### config.mk
export PLATFORM = sky130hd
export DESIGN_NAME = mvlt_bucket_mod
export DESIGN_NICKNAME = d
export VERILOG_FILES = /design/src/hdl/mac_vlan_learning_table_top_assert.svh /design/src/hdl/mvlt_pkg.sv /design/src/hdl/mvlt_bucket_mod.sv
export SDC_FILE = /design/constraint.sdc
export NUM_CORES = 1
export LEC_CHECK = 0
export BUFFER_PORTS_ARGS = -buffer_cell sky130_fd_sc_hd__buf_4
export CORE_ASPECT_RATIO = 0.9
export CORE_MARGIN = 4
export CORE_UTILIZATION = 40
export CTS_CLUSTER_DIAMETER = 200
export DETAILED_ROUTE_END_ITERATION = 10
export PLACE_DENSITY = 0.74
export SETUP_SLACK_MARGIN = 0.5
export SLEW_MARGIN = 15
export SYNTH_ARGS = -nofsm -noshare
export SYNTH_HDL_FRONTEND = slang
export SYNTH_SLANG_ARGS = --single-unit
### constraint.sdc
create_clock -name clock -period 2.1 [get_ports clock]
set_input_delay 0.315 -clock clock [delete_from_list [all_inputs] [get_ports clock]]
set_output_delay 0.315 -clock clock [all_outputs]
set_load 0.02 [all_outputs]
### src/hdl/mac_vlan_learning_table_top_assert.svh
// assertion macros used by the top rtl file
`ifndef MAC_VLAN_LEARNING_TABLE_TOP_ASSERT_SVH
`define MAC_VLAN_LEARNING_TABLE_TOP_ASSERT_SVH
`ifndef SYNTHESIS
// checked outside reset
`define MVLT_ASSERT(lbl, prop, msg) \
   lbl: assert property (@(posedge clock) disable iff (reset) prop) else $error(msg);
// checked on every edge, reset included
`define MVLT_ASSERT_RST(lbl, prop, msg) \
   lbl: assert property (@(posedge clock) prop) else $error(msg);
`else
`define MVLT_ASSERT(lbl, prop, msg)
`define MVLT_ASSERT_RST(lbl, prop, msg)
`endif
`endif

### src/hdl/mvlt_pkg.sv
`default_nettype none

package mvlt_pkg;

   // field widths of the request and response words
   localparam int MAC_W    = 48;
   localparam int VLAN_W   = 12;
   localparam int PORT_W   = 8;
   localparam int STATUS_W = 3;
   localparam int BUCKET_W = 10;
   localparam int KEY_W    = VLAN_W + MAC_W;

   // hash word width
   localparam int HASH_W   = 32;

   typedef enum logic [STATUS_W-1:0] {
      ST_INSERTED  = 3'd0,
      ST_UPDATED   = 3'd1,
      ST_DELETED   = 3'd2,
      ST_NOT_FOUND = 3'd3,
      ST_FULL      = 3'd4
   } status_type;

   typedef struct packed {
      logic busy;
      logic done;
   } mod_status_type;

endpackage

`default_nettype wire

### src/hdl/mvlt_bucket_mod.sv
`default_nettype none

module mvlt_bucket_mod import mvlt_pkg::*; #(
   parameter int BUCKETS = 1024
) (
   input  logic                       clock,
   input  logic                       reset,
   input  logic                       start,
   input  logic [HASH_W-1:0]          value,
   output logic [$clog2(BUCKETS)-1:0] remainder,
   output mod_status_type             status
);

   localparam int BUCKET_BITS = $clog2(BUCKETS);
   localparam logic [HASH_W-1:0] DIVISOR = HASH_W'(BUCKETS);
   // floor(2^32 / BUCKETS): the quotient estimate is never high and at most one low
   localparam logic [HASH_W-1:0] RECIP   = HASH_W'((64'd1 << HASH_W) / BUCKETS);

   typedef enum logic [1:0] {
      M_IDLE,
      M_QUOT,
      M_BACK,
      M_FIX
   } phase_type;

   phase_type              phase_ff, phase_in;
   logic [HASH_W-1:0]      val_ff, val_in;
   logic [2*HASH_W-1:0]    prod_ff, prod_in;
   logic [BUCKET_BITS-1:0] rem_ff, rem_in;
   logic                   done_ff, done_in;
   logic [HASH_W-1:0]      mul_a, mul_b;
   logic [2*HASH_W-1:0]    product;
   logic [HASH_W-1:0]      diff, rem_fix;

   // shared multiplier: value by reciprocal, then quotient estimate by bucket count
   always_comb begin
      if (phase_ff == M_QUOT) begin
         mul_a = val_ff;
         mul_b = RECIP;
      end else begin
         mul_a = prod_ff[2*HASH_W-1:HASH_W];
         mul_b = DIVISOR;
      end
   end

   assign product = (2*HASH_W)'(mul_a) * (2*HASH_W)'(mul_b);

   // remainder, corrected once when the estimate came out one low
   assign diff    = val_ff - prod_ff[HASH_W-1:0];
   assign rem_fix = (diff >= DIVISOR) ? (diff - DIVISOR) : diff;

   // step sequencing
   always_comb begin
      phase_in = phase_ff;
      val_in   = val_ff;
      prod_in  = prod_ff;
      rem_in   = rem_ff;
      done_in  = 1'b0;
      unique case (phase_ff)
         M_IDLE: begin
            if (start) begin
               val_in   = value;
               phase_in = M_QUOT;
            end
         end
         M_QUOT: begin
            prod_in  = product;
            phase_in = M_BACK;
         end
         M_BACK: begin
            prod_in  = product;
            phase_in = M_FIX;
         end
         M_FIX: begin
            rem_in   = rem_fix[BUCKET_BITS-1:0];
            done_in  = 1'b1;
            phase_in = M_IDLE;
         end
      endcase
   end

   always_ff @(posedge clock) begin
      if (reset) begin
         phase_ff <= M_IDLE;
         done_ff  <= 1'b0;
      end else begin
         phase_ff <= phase_in;
         done_ff  <= done_in;
      end
      val_ff  <= val_in;
      prod_ff <= prod_in;
      rem_ff  <= rem_in;
   end

   assign remainder   = rem_ff;
   assign status.busy = (phase_ff != M_IDLE);
   assign status.done = done_ff;

endmodule

`default_nettype wire

* Yosys cells after proc, flatten, opt, wreduce, memory -nomap -nowiden
Index checks and enable logic that the tools add are counted.
Storage, ports and cells: register bits after elaboration 109, input bits 35
Operators by class: $add $sub $neg 2, multiply operators 1, magnitude comparators 1, equal/unequal tests 4, muxes and demuxes 6, reductions and logical operators 4
Operators by type and width (number):
- 32-bit by 32-bit multiplier with 64-bit output | 1
- 32-bit by 11-bit greater-or-equal comparator with 1-bit output (second input constant) | 1
- 32-bit 2-to-1 mux | 1
- 32-bit subtractor | 1
- 23-bit 2-to-1 mux | 1
- 10-bit 2-to-1 mux | 1
- 10-bit by 1-bit subtractor with 10-bit output (second input constant) | 1
- 2-bit one-hot mux with 4 select lines | 1
- 2-bit equality test (second input constant) | 2
- 2-bit by 1-bit equality test with 1-bit output (second input constant) | 1
- 2-bit logical NOT | 1
- 2-bit 2-to-1 mux | 1
- 2-bit inequality test (second input constant) | 1
- 2-bit AND reduction | 1
- 2-bit nonzero test | 1
- 2-bit OR reduction | 1
- 1-bit 2-to-1 mux | 1

* Longest topological paths before layout
Gate-level depths: netlist of run 1.
depth in word-level cells 3, gate-level depth with buffers 5

* Worst setup path after synthesis of run 1
OpenSTA, ideal clock, no wires.
kind reg-to-reg, start register phase_ff[0], end register val_ff[0], enable pin, library setup time 0.343 ns, arrival time 0.951 ns, required time 1.757 ns, path slack 0.806 ns, cell stages (with the launch flop) 4, path buffers 0, clock period less this slack 1.294 ns, cell sequence dfxtp_1 -> inv_1 -> ha_1 -> and2_1
On the way: word-level cells in the longest chain between the ends 2
Ends and longest elaborated chain:
- start, declared | RTL line mvlt_bucket_mod.sv:26 | phase_type phase_ff, phase_in;
- start signal, assigned | RTL line mvlt_bucket_mod.sv:87 | phase_ff <= phase_in;
- 2-bit logical NOT | RTL line mvlt_bucket_mod.sv:59 | unique case (phase_ff)
- 2-bit AND reduction (no line)
- end signal, assigned | RTL line mvlt_bucket_mod.sv:90 | val_ff <= val_in;
- end, declared | RTL line mvlt_bucket_mod.sv:27 | logic [HASH_W-1:0] val_ff, val_in;
Every way passes these cells. A chain may end at the register's enable or synchronous reset.

==> results.md, run 1 <==
* Rel. slew slack at 70.1%
* Layout overhead on the synthesized area at 25.3%
* Count of state elements after synthesis at 23
* Number of detailed-route iterations in the first pass at 3
* Clk_lat worst skew at 290 ps
* Port-buffer cells at 24
* Main area contributors after synthesis: sky130_fd_sc_hd__edfxtp_1, sky130_fd_sc_hd__dfxtp_1, sky130_fd_sc_hd__ha_1
* Number of DRC markers in iteration 0 at 6
* Largest driver fanout on the critical path at 3
* Worst IR Drop VDD at roughly 0.00064 V
* Area used by sequential logic in the layout at ~660 um^2
* Worst reg2reg path endpoint: val_ff[3]
* Maximum number of pins on one net before global-route repair at 13
* DRC violations left at 0
* Worst setup endpoint: status[1]
* Post-CTS Repair Setup Buffers at 0
* Number of warnings reported in the yosys synthesis log at 0
* Post-synthesis instance total at between 40 and 50
* First-pass GRT wire length at 1.64 mm
* Core footprint at around 1900 um^2
* Global-route congestion overflow total at 0
* Count of pins over their slew limit at 0
* Share of layout cells above drive strength 1 at ~47%
* Number of max-cap violations at 0
* Total power consumption of the routed design at 1.09 mW
* Status: finished, final reports clean
* CP required at roughly 1800 ps
* GRT Util Overall at approximately 7.8%
* Setup skew after layout at about 3.0 ps
* Instance area at placement at between 900 and 1000 um^2
* Worst Reg-to-Reg Cells at 3
* Power Density at ~1100 nW/um^2
* Number of fill cells at ~180
* Leakage dissipation at between 0.4 and 0.5 nW
* Number of top-level pins at 47
* Synth top area share at around three quarters
* Total clock buffers created by CTS at 3
* Proportion of synthesized chip area in sequential cells at a little over 80%
* Setup TNS at 0 ps
* Total setup violations reported at the end of the flow at 0
* Buffer levels on the longest clock path at 2
* Post-synthesis cell type with the largest combined area: sky130_fd_sc_hd__edfxtp_1
* Average size of a mapped cell at roughly 18 um^2
* Maximum frequency from static timing analysis at 676 MHz
* Post-Synth XOR/XNOR Area at 0%
* # placed instances at slightly below 90
* TritonCTS clock tree: yes
* Row cnt at 15
* Number of standard cells in the layout, taps in and fillers out at slightly above 90
* Area share of fa/ha/maj cells after synthesis at ~6.1%
* Total half-perimeter wirelength after legalization and detailed placement at around 760 um
* Multi-input gate area at about 110 um^2
* Arr. time, crit path at 1160 ps
* Register clock-pin slew on the reported worst setup and hold paths at roughly 100 ps
* Post-synth net total at 85
* Count of different cell masters after synthesis at 12
* Number of nets still failing antenna checks after routing at 0
* Crit path time final at approximately 1500 ps
* Total of hold buffers inserted after clock tree synthesis at 0
* Hold path startpoint: reset
* Worst slew pin tran at between 400 and 500 ps
* Critical path capture point type: output pin
* Number of sinks on the clock net at 23
* Initial cell density of the core at ~42%
* R2r setup slk at between 600 and 700 ps
* Synth Area in Simple Gates at about 4.6%
* Type of the worst min-delay path: in2reg
* Main combinational cell family by area after synthesis: adder cells
* Startpoint kind of the worst setup timing path: flip-flop
* Setup repair after global routing missed its margin: no
* Clock root cell: sky130_fd_sc_hd__clkbuf_4
* Chip width at 55.6 um
* Gp weighted congestion at between 0.6 and 0.7
* N_diodes at 0
* Die area at roughly 2800 um^2
* Worst reg2reg startpoint: phase_ff[0]
* Multiplexer share of the synthesized area at roughly 1.2%
* Via count of the first global-routing pass at 372
* Critical path class: reg2out
* H-tree levels at 1
* Worst setup startpoint: phase_ff[0]
* Number of nets at the end of the flow at between 100 and 150
* Total via count after detailed routing at roughly 390
* Initial antenna violation count at 0
* Fraction of the mapped netlist area in compound gates at under 10%
* Drt total wl at ~1000 um
* Post-cts resize count at 0
* Per-cell routed wire length at about 11 um
* Chip Height at 50.8 um
* Total count of hold-check failures in the final report at 0
* Final cell area excluding filler cells at 1020 um^2
* Vias per std cell at between 4 and 5
* Post-synth design cell area at a little over 800 um^2
* Final period util at a little over two thirds
* Core occupancy in the finished layout at between 50 and 60%
## registers in the layout (all words and copies together) (netlist names)
register / flops
val_ff: 10
phase_ff: 2
remainder: 10
done_ff: 1
## cell type report
cell class,count,share of cell area [%]
Tap cell,25,3.06
Sequential cell,23,64.9
Inverter,3,1.10
Timing Repair Buffer,24,17.6
Clock buffer,4,2.57
Multi-Input combinational cell,12,10.8
## cell usage in the layout (no fill, tap or decap)
master	count
sky130_fd_sc_hd__dfxtp_1	1
sky130_fd_sc_hd__nor2_1	3
sky130_fd_sc_hd__mux2i_1	1
sky130_fd_sc_hd__a211oi_2	1
sky130_fd_sc_hd__clkbuf_1	1
sky130_fd_sc_hd__clkbuf_4	3
sky130_fd_sc_hd__nor2b_1	1
sky130_fd_sc_hd__inv_1	3
sky130_fd_sc_hd__edfxtp_1	20
sky130_fd_sc_hd__nand2b_4	1
sky130_fd_sc_hd__buf_4	24
sky130_fd_sc_hd__dfxtp_2	2
sky130_fd_sc_hd__ha_1	4
sky130_fd_sc_hd__and2_1	1
## report_power, final
group / total (mW) / leakage [nW] / internal (mW) / switching [mW]
Clock: 0.184 / 0.0150 / 0.0738 / 0.110
Sequential: 0.637 / 0.210 / 0.610 / 0.0269
Combinational: 0.269 / 0.188 / 0.112 / 0.158
Total: 1.09 / 0.413 / 0.795 / 0.295
## cell usage after synthesis, drive strengths merged
master  count
mux2i       1
and2        1
nor2        3
edfxtp     20
a211oi      1
nor2b       1
inv         3
nand2b      1
clkbuf      7
dfxtp       3
buf         1
ha          4
## worst min path at each step
stage | end | slack (ps) | depth (start not counted)
after floorplan | phase_ff[0] | 380 | 1
after global placement | remainder[2] | 400 | 0
after detailed placement | remainder[0] | 400 | 0
after CTS | phase_ff[0] | 160 | 2
after global routing | phase_ff[0] | 160 | 2
final | phase_ff[0] | 180 | 2
## through the flow
stage / setup WS, ps / hold WS, ps
finish: 620 / 182
global route: 515 / 156
CTS: 563 / 164
detailed placement: 629 / 405
global placement: 685 / 402
floorplan: 806 / 380
## critical path: stages, from the launching register on
cell	delay [ps]
sky130_fd_sc_hd__dfxtp_2	340
sky130_fd_sc_hd__inv_1	90
sky130_fd_sc_hd__ha_1	240
sky130_fd_sc_hd__inv_1	50
sky130_fd_sc_hd__buf_4	150
## routing by layer
layer  share of wire [%]  GRT usage (%)
met5                   0              0
met4                0.82           4.86
met3                 8.3           2.78
met2                  53           12.0
met1                  38           9.34
## logic make-up after synthesis
kind of cell | after synthesis
AND/OR/NAND/NOR | 6
flip-flops | 23
adder cells (fa/ha/maj) | 4
AO/OA/AOI/OAI | 1
buffers and inverters | 11
multiplexers | 1
Note: power is estimated with default switching activity, not from simulation.
==> run 2: changes to the inputs <==
==> constraint.sdc (replaced) <==
create_clock -name clock -period 1.5 [get_ports clock]
set_input_delay 0.225 -clock clock [delete_from_list [all_inputs] [get_ports clock]]
set_output_delay 0.225 -clock clock [all_outputs]
set_load 0.02 [all_outputs]
==> run 2 against run 1 <==
Net effect:
- clock skew rose by 1.9 ps
- critical path depth is the same
- die area unchanged
- highest routed layer is now met3
- largest power group unchanged
- setup slack got worse by 360 ps
- non-clock buffer count is 7 higher
- routed wire length rose by 25%
==> results.md, run 2 (synthesized netlist as in run 1, its figures left out) <==
* Status: finished, final reports clean
* Number of max-cap violations at 0
* Vias per std cell at around 4.5
* Multi-input gate area at 151 um^2
* Met2 GRT Util at 17.3%
* Initial cell density of the core at roughly 42%
* Critical path class: reg2out
* Die area at around 2800 um^2
* Critical path capture point type: output pin
* Per-cell routed wire length at approximately 12 um
* Clock root cell: sky130_fd_sc_hd__clkbuf_4
* Via count of the first global-routing pass at around 460
* Setup repair after global routing missed its margin: yes
* Total half-perimeter wirelength after legalization and detailed placement at 826 um
* Type of the worst min-delay path: in2reg
* H-tree levels at 1
* Drt total wl at between 1 and 1.5 mm
* GR met1 Demand/Resource at about 8.9%
* Number of fill cells at between 150 and 200
* Area used by sequential logic in the layout at 664 um^2
* Port-buffer cells at 24
* Clk_lat worst skew at ~300 ps
* Row cnt at 15
* Number of nets still failing antenna checks after routing at 0
* First-pass GRT wire length at 1.90 mm
* Maximum number of pins on one net before global-route repair at 13
* Initial antenna violation count at 0
* Most frequent cells in the layout: sky130_fd_sc_hd__edfxtp_1, sky130_fd_sc_hd__buf_4, sky130_fd_sc_hd__buf_6
* Rel. slew slack at 91.5%
* Final cell area excluding filler cells at around 1200 um^2
* Arr. time, crit path at ~1000 ps
* Gp weighted congestion at approximately 0.67
* Core occupancy in the finished layout at 60.3%
* Leading cell type in the layout, fill and taps excluded: sky130_fd_sc_hd__edfxtp_1
* Core footprint at just under 2000 um^2
* Total clock buffers created by CTS at 3
* Total power consumption of the routed design at roughly 1.8 mW
* Register clock-pin slew on the reported worst setup and hold paths at between 100 and 150 ps
* Maximum frequency from static timing analysis at around 810 MHz
* Worst slew pin tran at roughly 120 ps
* Power Density at ~1500 nW/um^2
* Layer with the highest usage after global routing: met2
* Number of top-level pins at 47
* Startpoint kind of the worst setup timing path: flip-flop
* Setup skew after layout at roughly 5.0 ps
* Number of nets at the end of the flow at approximately 110
* DRC violations left at 0
* Number of detailed-route iterations in the first pass at 4
* GRT Util Overall at a little under 9%
* N_diodes at 0
* Instance area at placement at just over 1000 um^2
* TritonCTS clock tree: yes
* Met3 global-route usage at roughly 2.5%
* Layout overhead on the synthesized area at 42.9%
* Total count of hold-check failures in the final report at 0
* Chip width at roughly 56 um
* Leakage dissipation at around 0.47 nW
* Count of pins over their slew limit at 0
* Largest driver fanout on the critical path at 2
* Crit path time final at between 1000 and 1500 ps
* Buffer levels on the longest clock path at 2
* Final period util at between 80 and 90%
* Global-route congestion overflow total at 0
* Setup TNS at 0 ps
* Chip Height at around 50 um
* Share of layout cells above drive strength 1 at between 60% and 70%
* Final hold slack at between 80 and 90 ps
* Total setup violations reported at the end of the flow at 0
* Number of sinks on the clock net at 23
* CP required at between 1000 and 1500 ps
* Number of DRC markers in iteration 0 at 2
* Total via count after detailed routing at 444
* Worst IR Drop VDD at slightly below 0.001 V
run 2: path summary, 6_finish.rpt:
kind,slack [ps],cells after the start,to,from
setup / recovery,260,4,status[1],phase_ff[0]
hold / removal,80,2,phase_ff[0],reset
setup reg to reg,360,4,val_ff[8],phase_ff[0]
hold reg to reg,430,0,remainder[7],val_ff[7]
run 2: report_power, final:
group | total (mW) | leakage (nW) | internal, mW | switching (mW)
logic | 0.623 | 0.241 | 0.321 | 0.302
clock network | 0.268 | 0.0150 | 0.103 | 0.164
registers | 0.895 | 0.211 | 0.853 | 0.0418
run 2: final cells by class:
type	instances	area share (%)
Sequential cell	23	57.0
Timing Repair Buffer	31	24.1
Multi-Input combinational cell	13	13.0
Tap cell	25	2.68
Clock buffer	4	2.25
Inverter	3	0.966
run 2: what timing repair did:
action,CTS,global route
pin swaps,2,2
gates cloned,1,0
hold endpoints to repair,0,0
setup buffers,4,3
setup endpoints to repair,33,34
hold buffers,0,0
gates resized for setup,14,8
run 2: stage by stage:
stage	worst slack, ps	instances
final	262	99
after global routing	208	99
after CTS	264	96
after detailed placement	400	87
after global placement	419	87
after floorplan	465	46
run 2: routing by layer:
metal | vias up | routed length, um | part of all wire, %
li1 | 212 | - | -
met1 | 216 | 483 | 40
met4 | 0 | 0 | 0
met3 | 0 | 81 | 6.7
met5 | - | 0 | 0
met2 | 16 | 650 | 54
run 2: critical path, cell delays in order (launching register included):
cell,delay [ps]
sky130_fd_sc_hd__dfxtp_2,360
sky130_fd_sc_hd__inv_2,50
sky130_fd_sc_hd__ha_4,150
sky130_fd_sc_hd__inv_2,50
sky130_fd_sc_hd__buf_6,100
==> run 3: changes to the inputs <==
--- a/config.mk
+++ b/config.mk
@@ -8,10 +8,10 @@
 export BUFFER_PORTS_ARGS = -buffer_cell sky130_fd_sc_hd__buf_4
 export CORE_ASPECT_RATIO = 0.9
 export CORE_MARGIN = 4
-export CORE_UTILIZATION = 40
+export CORE_UTILIZATION = 37
 export CTS_CLUSTER_DIAMETER = 200
 export DETAILED_ROUTE_END_ITERATION = 10
-export PLACE_DENSITY = 0.74
+export PLACE_DENSITY = 0.72
 export SETUP_SLACK_MARGIN = 0.5
 export SLEW_MARGIN = 15
 export SYNTH_ARGS = -nofsm -noshare
==> constraint.sdc (replaced) <==
create_clock -name clock -period 1.05 [get_ports clock]
set_input_delay 0.1575 -clock clock [delete_from_list [all_inputs] [get_ports clock]]
set_output_delay 0.1575 -clock clock [all_outputs]
set_load 0.02 [all_outputs]
==> run 3 against run 2 <==
Net effect:
- the run now ends with setup timing left
- clock skew shrank 0.60 ps
- global-route usage is 0.95 points higher
- highest routed layer is now met4
- final cell count is 5.1% higher
- critical path type unchanged
==> results.md, run 3 (synthesized netlist as in run 1, its figures left out) <==
* Clock Power Share at between 10% and 20%
* Setup repair after global routing missed its margin: yes
* Drt total wl at 1.38 mm
* Total of hold buffers inserted after clock tree synthesis at 0
* Global-route congestion overflow total at 0
* Initial antenna violation count at 0
* Number of nets at the end of the flow at between 100 and 150
* Initial cell density of the core at between 40% and 50%
* Cell type of the slowest stage on the worst timing path: sky130_fd_sc_hd__dfxtp_2
* # placed instances at 90
* Post-route worst setup slack at -119 ps
* Gp weighted congestion at between 0.7 and 0.8
* Crit path time final at between 1000 and 1500 ps
* R2r setup slk at -80 ps
* Share of layout cells above drive strength 1 at approximately two thirds
* Clk_lat worst skew at ~300 ps
* Number of top-level pins at 47
* Per-cell routed wire length at 13.2 um
* Row cnt at 15
* Seq pwr share at roughly 45%
* Critical path capture point type: output pin
* Largest driver fanout on the critical path at 3
* Core footprint at 2010 um^2
* Number of DRC markers in iteration 0 at 10
* GRT Util Overall at about a tenth
* Power Density at approximately 2300 nW/um^2
* H-tree levels at 1
* Number of detailed-route iterations in the first pass at 3
* Via count of the first global-routing pass at a little over 500
* Delay contributed by the slowest stage of the critical path at about 350 ps
* Maximum number of pins on one net before global-route repair at 13
* Worst Reg-to-Reg Cells at 4
* Number of max-cap violations at 0
* DRC violations left at 0
* Number of nets still failing antenna checks after routing at 0
* Internal power contribution at ~2 mW
* Port-buffer cells at 24
* Critical path, cell by cell: inv_2, ha_4, inv_2, buf_6
* Worst reg2reg path endpoint: val_ff[4]
* Total setup violations reported at the end of the flow at 13
* Critical path class: reg2out
* Rel. slew slack at 89.0%
* Core occupancy in the finished layout at approximately 62%
* Worst setup endpoint: status[1]
* Buffer levels on the longest clock path at 2
* Worst slew pin tran at about 160 ps
* Die area at approximately 3000 um^2
* Combinational group share of total power at between 40 and 50%
* Register clock-pin slew on the reported worst setup and hold paths at ~120 ps
* Number of standard cells in the layout, taps in and fillers out at around 100
* Number of sinks on the clock net at 23
* Count of pins over their slew limit at 0
* Net Sw Power at 823 uW
* CP required at between 800 and 900 ps
* TritonCTS clock tree: yes
* Most numerous cell on the critical path: sky130_fd_sc_hd__inv_2
* Arr. time, crit path at approximately 1000 ps
* Total clock buffers created by CTS at 3
* Layout overhead on the synthesized area at 52.3%
* Worst IR Drop VDD at roughly 0.0017 V
* Switching Share at between 20% and 30%
* Clock root cell: sky130_fd_sc_hd__clkbuf_4
* Total count of hold-check failures in the final report at 0
* Worst setup startpoint: phase_ff[1]
* Type of the worst min-delay path: in2reg
* Chip Height at between 50 and 60 um
* Total power consumption of the routed design at approximately 2.8 mW
* Status: complete, but fails checks
* Maximum frequency from static timing analysis at around 860 MHz
* Most frequent cells in the layout: sky130_fd_sc_hd__buf_4, sky130_fd_sc_hd__edfxtp_1, sky130_fd_sc_hd__buf_6
* Worst reg2reg startpoint: phase_ff[1]
* Failing checks: setup timing
* Chip width at roughly 57 um
* First-pass GRT wire length at approximately 2.1 mm
* N_diodes at 0
* Final hold slack at 23.9 ps
* Setup skew after layout at 4.38 ps
* Setup TNS at -870 ps
* Startpoint kind of the worst setup timing path: flip-flop
* Leakage dissipation at around 0.50 nW
* Final period util at 111%
* Vias per std cell at ~4.4
* Total via count after detailed routing at around 460
-- run 3: cell count changes in the layout (fill, tap and decap cells not counted), sizes merged --
cell	change
buf	+5
-- run 3: worst min path at each step --
| stage | end | from | cells past startpoint |
|---|---|---|---|
| after floorplan | phase_ff[0] | reset | 1 |
| final | val_ff[6] | value[6] | 1 |
| after global routing | val_ff[9] | value[9] | 1 |
| after detailed placement | val_ff[0] | value[0] | 1 |
| after global placement | phase_ff[0] | reset | 2 |
| after CTS | phase_ff[0] | reset | 2 |
-- run 3: metrics by stage --
stage	setup slack [ps]	cell area, um^2
after floorplan	15.5	840
after global placement	-20.2	1040
after detailed placement	-39.0	1040
after CTS	-127	1200
after global routing	-172	1240
final	-119	1240
-- run 3: critical path: cells and delay by family, from the launching register on --
kind / cells / cell delay, ps
buffers and inverters: 3 / 200
DFF: 1 / 350
adders and majority gates: 1 / 160
-- run 3: per-layer routing --
metal	global-route usage (%)	wire, um	vias up	share of wire [%]
li1	-	-	222	-
met1	9.23	515	217	37
met2	18.2	770	16	56
met3	2.96	73	2	5.3
met4	6.95	16	0	1.2
met5	0	0	-	0
-- run 3: repair_timing --
action,4_1_cts,5_1_grt
gates resized for setup,22,5
setup buffers,5,4
pin swaps,6,5
gates cloned,1,0
setup endpoints to repair,45,45
-- run 3: power groups by stage --
stage	Sequential (mW)	Combinational (mW)	Clock, mW
4_1_cts	1.28	1.06	0.392
6_report	1.28	1.16	0.386
3_5_place_dp	1.31	0.706	0
3_3_place_gp	1.29	0.677	0
2_1_floorplan	1.35	0.406	0
5_1_grt	1.30	1.25	0.436
-- run 3: final cells by class --
cell class / instances / area [um^2]
Inverter: 3 / 11.3
Multi-Input combinational cell: 13 / 179
Clock buffer: 4 / 26.3
Tap cell: 25 / 31.3
Sequential cell: 23 / 664
Timing Repair Buffer: 36 / 330
Fill cell: 166 / 766
